## config.mk

```make
export PLATFORM = sky130hd
export DESIGN_NAME = ftrs_ctrl
export DESIGN_NICKNAME = d
export VERILOG_FILES = /design/src/rtl/ftrs_pkg.sv /design/src/rtl/ftrs_ctrl.sv
export SDC_FILE = /design/constraint.sdc
export NUM_CORES = 1
export LEC_CHECK = 0
export BUFFER_PORTS_ARGS = -buffer_cell sky130_fd_sc_hd__buf_2
export CELL_PAD_IN_SITES_DETAIL_PLACEMENT = 1
export CELL_PAD_IN_SITES_GLOBAL_PLACEMENT = 2
export CORE_MARGIN = 1.5
export CORE_UTILIZATION = 24
export CTS_BUF_LIST = sky130_fd_sc_hd__clkbuf_8
export DETAILED_ROUTE_END_ITERATION = 10
export GPL_ROUTABILITY_DRIVEN = 0
export PLACE_DENSITY_LB_ADDON = 0.3
export SETUP_SLACK_MARGIN = 0.15
export SLEW_MARGIN = 10
export SYNTH_ARGS = -nofsm -noshare
export SYNTH_HDL_FRONTEND = slang
export SYNTH_SLANG_ARGS = --single-unit
```

## constraint.sdc

```tcl
create_clock -name aclk -period 2.3 [get_ports aclk]
set_clock_uncertainty 0.15 [all_clocks]
set_input_delay 0 -clock aclk [delete_from_list [all_inputs] [get_ports aclk]]
set_output_delay 0 -clock aclk [all_outputs]
set_load 0.02 [all_outputs]
```

## src/rtl/ftrs_pkg.sv

```systemverilog
// Shared types and constants for the Fenwick tree range-sum block.
`default_nettype none

package ftrs_pkg;

    localparam int POS_W  = 11;
    localparam int DATA_W = 32;

    // Controller to datapath commands
    typedef struct packed {
        logic load;         // item accepted: capture payload
        logic walk_rd;      // prefix walk: read node, strip lowest set bit
        logic walk_sub;     // sign of the node read this cycle
        logic load_before;  // start second prefix walk
        logic add_rd;       // add walk: read node
        logic add_wr;       // add walk: write node + delta, climb
        logic clr_wr;       // clearing pass: zero one entry
        logic out_load;     // move total into output register
    } cmd_t;

    // Datapath to controller status
    typedef struct packed {
        logic is_query;
        logic empty;
        logic add_ok;
        logic pos_zero;
        logic add_last;
        logic clr_last;
        logic out_free;
    } sts_t;

endpackage

`default_nettype wire

```

## src/rtl/ftrs_ctrl.sv

```systemverilog
// Sequencer for clear, add walk and range-sum walks.
`default_nettype none

module ftrs_ctrl (
    input  wire logic          aclk,
    input  wire logic          aresetn,
    input  wire logic          s_valid,
    output logic               s_ready,
    input  wire ftrs_pkg::sts_t sts,
    output ftrs_pkg::cmd_t     cmd
);

    localparam logic [2:0] S_CLEAR   = 3'd0;
    localparam logic [2:0] S_IDLE    = 3'd1;
    localparam logic [2:0] S_ADD_RD  = 3'd2;
    localparam logic [2:0] S_ADD_WR  = 3'd3;
    localparam logic [2:0] S_WALK_HI = 3'd4;
    localparam logic [2:0] S_WALK_LO = 3'd5;
    localparam logic [2:0] S_OUT     = 3'd6;

    logic [2:0] state_reg;
    logic [2:0] state_next;

    always_ff @(posedge aclk) begin
        if (!aresetn) begin
            state_reg <= S_CLEAR;
        end else begin
            state_reg <= state_next;
        end
    end

    assign s_ready = (state_reg == S_IDLE);

    always_comb begin
        state_next = state_reg;
        cmd        = '0;
        unique case (state_reg)
            S_CLEAR: begin
                cmd.clr_wr = 1'b1;
                if (sts.clr_last) begin
                    state_next = S_IDLE;
                end
            end
            S_IDLE: begin
                if (s_valid) begin
                    cmd.load = 1'b1;
                    if (sts.is_query) begin
                        state_next = sts.empty ? S_OUT : S_WALK_HI;
                    end else if (sts.add_ok) begin
                        state_next = S_ADD_RD;
                    end
                end
            end
            S_ADD_RD: begin
                cmd.add_rd = 1'b1;
                state_next = S_ADD_WR;
            end
            S_ADD_WR: begin
                cmd.add_wr = 1'b1;
                state_next = sts.add_last ? S_IDLE : S_ADD_RD;
            end
            S_WALK_HI: begin
                if (sts.pos_zero) begin
                    cmd.load_before = 1'b1;
                    state_next      = S_WALK_LO;
                end else begin
                    cmd.walk_rd = 1'b1;
                end
            end
            S_WALK_LO: begin
                // last read of the walk lands in acc on this edge
                if (sts.pos_zero) begin
                    state_next = S_OUT;
                end else begin
                    cmd.walk_rd  = 1'b1;
                    cmd.walk_sub = 1'b1;
                end
            end
            S_OUT: begin
                if (sts.out_free) begin
                    cmd.out_load = 1'b1;
                    state_next   = S_IDLE;
                end
            end
            default: begin
                state_next = S_IDLE;
            end
        endcase
    end

endmodule

`default_nettype wire

```

* Yosys cells after proc, flatten, opt, wreduce, memory -nomap -nowiden *
Index checks and enable logic that the tools add are counted.

word-level totals
  RAM bits = 0
  memories = 0
  output and inout port bits = 9
  ROM bits = 0
  logic and storage cells = 38
  flip-flop bits (word level) = 3
  bits in latches = 0

cells by class
  bitwise gates (word level) = 0
  div/mod/pow operators = 0
  $mul = 0
  equal/unequal tests = 12
  muxes and demuxes = 23
  shifts and indexed selects = 0
  add/sub/neg operators = 0
  reductions and logical operators = 2
  $lt $le $gt $ge = 0

operator list
  cell                                                  number
  2-to-1 mux 3 bit                                      7
  one-hot mux 3 bit (7 select lines)                    1
  2-to-1 mux 1 bit                                      11
  != test 2 bit (second input constant)                 5
  equality test 3 bit (second input constant)           3
  equality test 3 x 2 -> 1 bit (second input constant)  2
  2-to-1 mux 2 bit                                      3
  AND reduction 6 bit                                   1
  equality test 3 x 1 -> 1 bit (second input constant)  1
  zero test 3 bit                                       1
  != test 3 x 1 -> 1 bit (second input constant)        1
  one-hot mux 1 bit (2 select lines)                    1

* Depth between registers and ports, before layout *
  depth after elaboration = 4
  gate-level depth with buffers = 6
  mapped depth without buffers = 5

* Least setup slack after synthesis *
OpenSTA, ideal clock, no wires.

  path type = register to register
  from = reg state_reg[1]
  to = reg state_reg[0]
  path buffers = 1
  clock period less this slack = 1687 ps
  data arrival time = 1412 ps
  stages on the path, launching flop included = 7
  setup slack = 613 ps
  setup time = 125 ps
  cell sequence = dfxtp_1 -> buf_8 -> inv_1 -> ha_1 -> maj3_1 -> o221ai_1 -> mux2i_1

on the way
  cells in the longest elaborated chain, start to end = 3
  elaborated cells between the ends (all ways) = 15
  classes of those cells = 12 x eq/ne; 1 x mux; 2 x reduce/logical

RTL lines
  what                                                                      line             RTL
  from (decl)                                                               ftrs_ctrl.sv:21  logic [2:0] state_reg;
  from (signal assigned)                                                    ftrs_ctrl.sv:28  state_reg <= state_next;
  equality test 3 x 1 -> 1 bit (tied with other cells)                      ftrs_ctrl.sv:37  unique case (state_reg)
  != test 3 x 1 -> 1 bit (no source line) or != test 2 bit (tied branches)  n/a
  AND reduction 6 bit (no source line)                                      n/a

Several ways; a longest one is shown, not always the timed one.
A chain may end at the register's enable or synchronous reset.

* Final worst setup path *
Ends and elaborated chain as after synthesis.

==> impl_results.rst <==
.. list-table::
   :header-rows: 1

   * - Metric
     - Value
   * - Leakage power summed over all cells
     - roughly 0.25 nW
   * - Fillcell total
     - ~180
   * - Max Cap Violations
     - 0
   * - Detail-routed net length per standard cell
     - roughly 12 um
   * - Synthesized netlist cell count
     - 41
   * - Count of input and output buffers
     - 18
   * - Number of global-route vias before repair
     - 357
   * - Multiplexer share of the synthesized area
     - 0.05479
   * - Number of detailed-route iterations in the first pass
     - 3
   * - Worst-case reg-to-reg path depth
     - 5
   * - Met1 Track Usage GR
     - 0.1370
   * - Transition at the pin with the smallest max-transition slack
     - ~0.41 ns
   * - Initial standard-cell utilization of the core
     - 0.2674
   * - Capturing element type of the critical path
     - flop
   * - Count of nets left with antenna violations after detail routing
     - 0
   * - Fraction of the cycle the final worst path needs
     - 0.7070
   * - Die Wd
     - between 40 and 50 um
   * - Share of synthesized registers carrying an async set or reset
     - 0
   * - Post-Syn Nets
     - 52
   * - Root buffer cell
     - sky130_fd_sc_hd__clkbuf_8
   * - Power Density
     - 915.5 mW/mm^2
   * - XOR/XNOR share of the synthesized area
     - 0
   * - Antenna violations before repair
     - 0
   * - RR Startpoint
     - state_reg[1]
   * - Clock latency at the later pin of the worst-skew pair
     - 0.22 ns
   * - DP Wirelength
     - 756.1 um
   * - Placeable Area
     - 0.001366 sq mm
   * - Final worst path period need
     - about 1.6 ns
   * - Main combinational cell family by area after synthesis
     - simple AND/OR/NAND/NOR gates
   * - R2R Setup Slk
     - 0.67 ns
   * - Commonest cells post-synth
     - sky130_fd_sc_hd__dfxtp_1 (3), sky130_fd_sc_hd__inv_1 (3), sky130_fd_sc_hd__nand2_1 (3)
   * - Dominant register cell in the synthesized netlist
     - sky130_fd_sc_hd__dfxtp_1
   * - Via count
     - around 380
   * - Netlist Area Pre-Place
     - 365.4 sq um
   * - Worst Hold Class
     - in -> reg
   * - Buffers from clock root to sink, at most
     - 2
   * - Sequential cell area in the final layout
     - approximately 60 sq um
   * - ANT cells
     - 0
   * - Final Hold Viols
     - 0
   * - RSZ-0062 raised after global routing
     - no
   * - Vertical die dimension
     - 42.02 um
   * - Status
     - finished clean
   * - Number of non-filler instances in the completed layout
     - 78
   * - Flop and latch count out of synthesis
     - 3
   * - Sum of overflow across all layers after global routing
     - 0
   * - TritonCTS clock tree
     - done
   * - Hold Path Origin
     - sts[0]
   * - Worst Hold End
     - state_reg[1]
   * - Distinct cell type count after synthesis
     - 27
   * - Layout-stage area growth over the synthesis result
     - 38.70%
   * - Met3 demand-to-capacity share in global routing
     - 0.05172
   * - Maximum number of pins on one net before global-route repair
     - 12
   * - Number of pins exceeding their max-slew limit in the final report
     - 0
   * - Adder-cell share of the synthesized area
     - 0.06164
   * - Num Clock Sinks
     - 3
   * - Startpoint Class
     - flop
   * - Combined area of the multi-input logic cells
     - 256.5 sq um
   * - Max IR drop VDD
     - 0.0002589 V
   * - PnR Total Power
     - 0.0004639 W
   * - Via density per instance
     - 4.821
   * - Worst hold stages
     - 4
   * - Synthesized-area fraction occupied by ao, oa, aoi and oai cells
     - 0.1747
   * - DR iter-0 viols
     - 1
   * - Reg-to-reg critical path endpoint
     - state_reg[0]
   * - Setup-violating endpoint count in the final report
     - 0
   * - Max H-tree Level
     - 1
   * - Dominant cells by area after synthesis
     - sky130_fd_sc_hd__dfxtp_1 (16%), sky130_fd_sc_hd__buf_6 (6.2%), sky130_fd_sc_hd__mux2i_1 (5.5%), sky130_fd_sc_hd__nor3_2 (5.5%), sky130_fd_sc_hd__nor3b_4 (5.1%)
   * - Flip-flop count of the largest register, all copies and words added
     - 3
   * - Placed cell count
     - 73
   * - Synthesis Warnings
     - 0
   * - Clock input transition at the sequential cells of the worst setup and hold paths
     - 0.03 ns
   * - Die area
     - between 0.0015 and 0.002 sq mm
   * - Worst setup path class
     - reg -> reg
   * - Remaining design rule violation count
     - 0
   * - Area fraction of the dominant cell type after synthesis
     - 0.1644
   * - Total Nets Final
     - 75
   * - Global-route wire length before repair
     - 1490 um
   * - Register area share after synthesis
     - 0.1644
   * - Arrival time worst endpoint
     - 1.57 ns
   * - Worst-case headroom to the max-slew limit
     - 0.7231
   * - Number of synthesized flops with an enable pin
     - 0
   * - Synthesized area divided by synthesized cell count
     - 8.911 sq um
   * - Cell taking the most area after synthesis
     - sky130_fd_sc_hd__dfxtp_1
   * - Layer with the highest usage
     - met2
   * - Highest attainable clock frequency
     - roughly 0.6 GHz
   * - Met2 global-route usage
     - 0.1750
   * - Combined global-route utilization of all metal layers
     - 0.1125
   * - Ratio of cells with drive above 1 in the final layout
     - 0.4762
   * - Simple-Gate Fraction of Synth Area
     - 0.4110
   * - Sum of negative setup slack
     - 0 ns
   * - FP Rows
     - 13
   * - Number of primary I/O pins
     - 19
   * - Critical path required time
     - 2.24 ns
   * - Routed WL
     - between 900 and 1000 um
   * - Largest fanout of any net on the critical path
     - 4
   * - Cts bufs inserted
     - 3
-- area by class of cell --
type / instances / share of cell area
well taps: 15 / 0.03704
clock buffers: 3 / 0.08148
flip-flops and latches: 3 / 0.1185
multi-input cells: 32 / 0.5062
repair buffers: 21 / 0.2272
clock inverters: 1 / 0.007407
inverters: 3 / 0.02222
-- per-stage QoR --
step / hold WS (ns) / setup WS, ns / area [sq um] / util
2_1_floorplan: -0.07189 / 0.6131 / 365.4 / -
3_3_place_gp: 0.1497 / 0.7018 / 451.7 / 0.3306
3_5_place_dp: 0.1331 / 0.6647 / 451.7 / 0.3306
4_1_cts: 0.04220 / 0.6601 / 506.7 / 0.3709
5_1_grt: 0.07416 / 0.5593 / 506.7 / 0.3709
6_report: 0.05792 / 0.6739 / 506.7 / 0.3709
-- cells in the final DEF, fill, tap and decap left out, drive strengths merged --
cell and count:
clkbuf 3, ha 1, nor2b 2, and4 1, mux2i 2, nand2 3
nor3b 4, o2bb2ai 1, nand2b 2, and2b 1, and2 2, inv 4
a21o 1, o21ai 1, dfxtp 3, buf 20, a21oi 1, nor3 4
o221ai 1, o21a 1, dlygate4sd3 1, a221oi 1, a31oi 1, maj3 1
nand3 1
-- cells by family after synthesis --
group,count (synthesis)
DFF,3
and+or+nand+nor,20
AOI/OAI and AO/OA,8
muxes,2
adders and majority gates,2
buffers and inverters,6
-- how the worst max path moves through the flow --
stage                            start           end  slack (ns)  cells after the start
after floorplan           state_reg[1]  state_reg[0]        0.61                      6
after global placement    state_reg[1]  state_reg[0]        0.70                      5
after detailed placement  state_reg[1]  state_reg[0]        0.66                      5
after CTS                 state_reg[1]  state_reg[0]        0.66                      5
after global routing      state_reg[0]  state_reg[0]        0.56                      4
final                     state_reg[1]  state_reg[0]        0.67                      5
-- worst max-delay path: stages, from the launching register on --
cell,delay (ns)
sky130_fd_sc_hd__dfxtp_1,0.31
sky130_fd_sc_hd__inv_1,0.08
sky130_fd_sc_hd__ha_1,0.34
sky130_fd_sc_hd__maj3_1,0.35
sky130_fd_sc_hd__o221ai_1,0.17
sky130_fd_sc_hd__mux2i_1,0.10
-- per-layer routing --
metal / share of wire / routed length (um) / up-vias
li1: - / - / 192
met1: 0.48 / 453 / 169
met2: 0.46 / 428 / 15
met3: 0.062 / 58 / 0
met4: 0 / 0 / 0
met5: 0 / 0 / -
-- repair_timing --
action                                 in CTS  in global routing
buffers inserted                            0                  0
hold buffers                                1                  0
resized for setup                           0                  0
endpoints found under the hold margin       3                  0
-- report_power, final --
group / internal (W) / switching [W]
Clock: 0.000114 / 0.0000353
Sequential: 0.0000631 / 0.0000279
Combinational: 0.000108 / 0.000116
No activity file was read; power rests on OpenSTA's default activity.
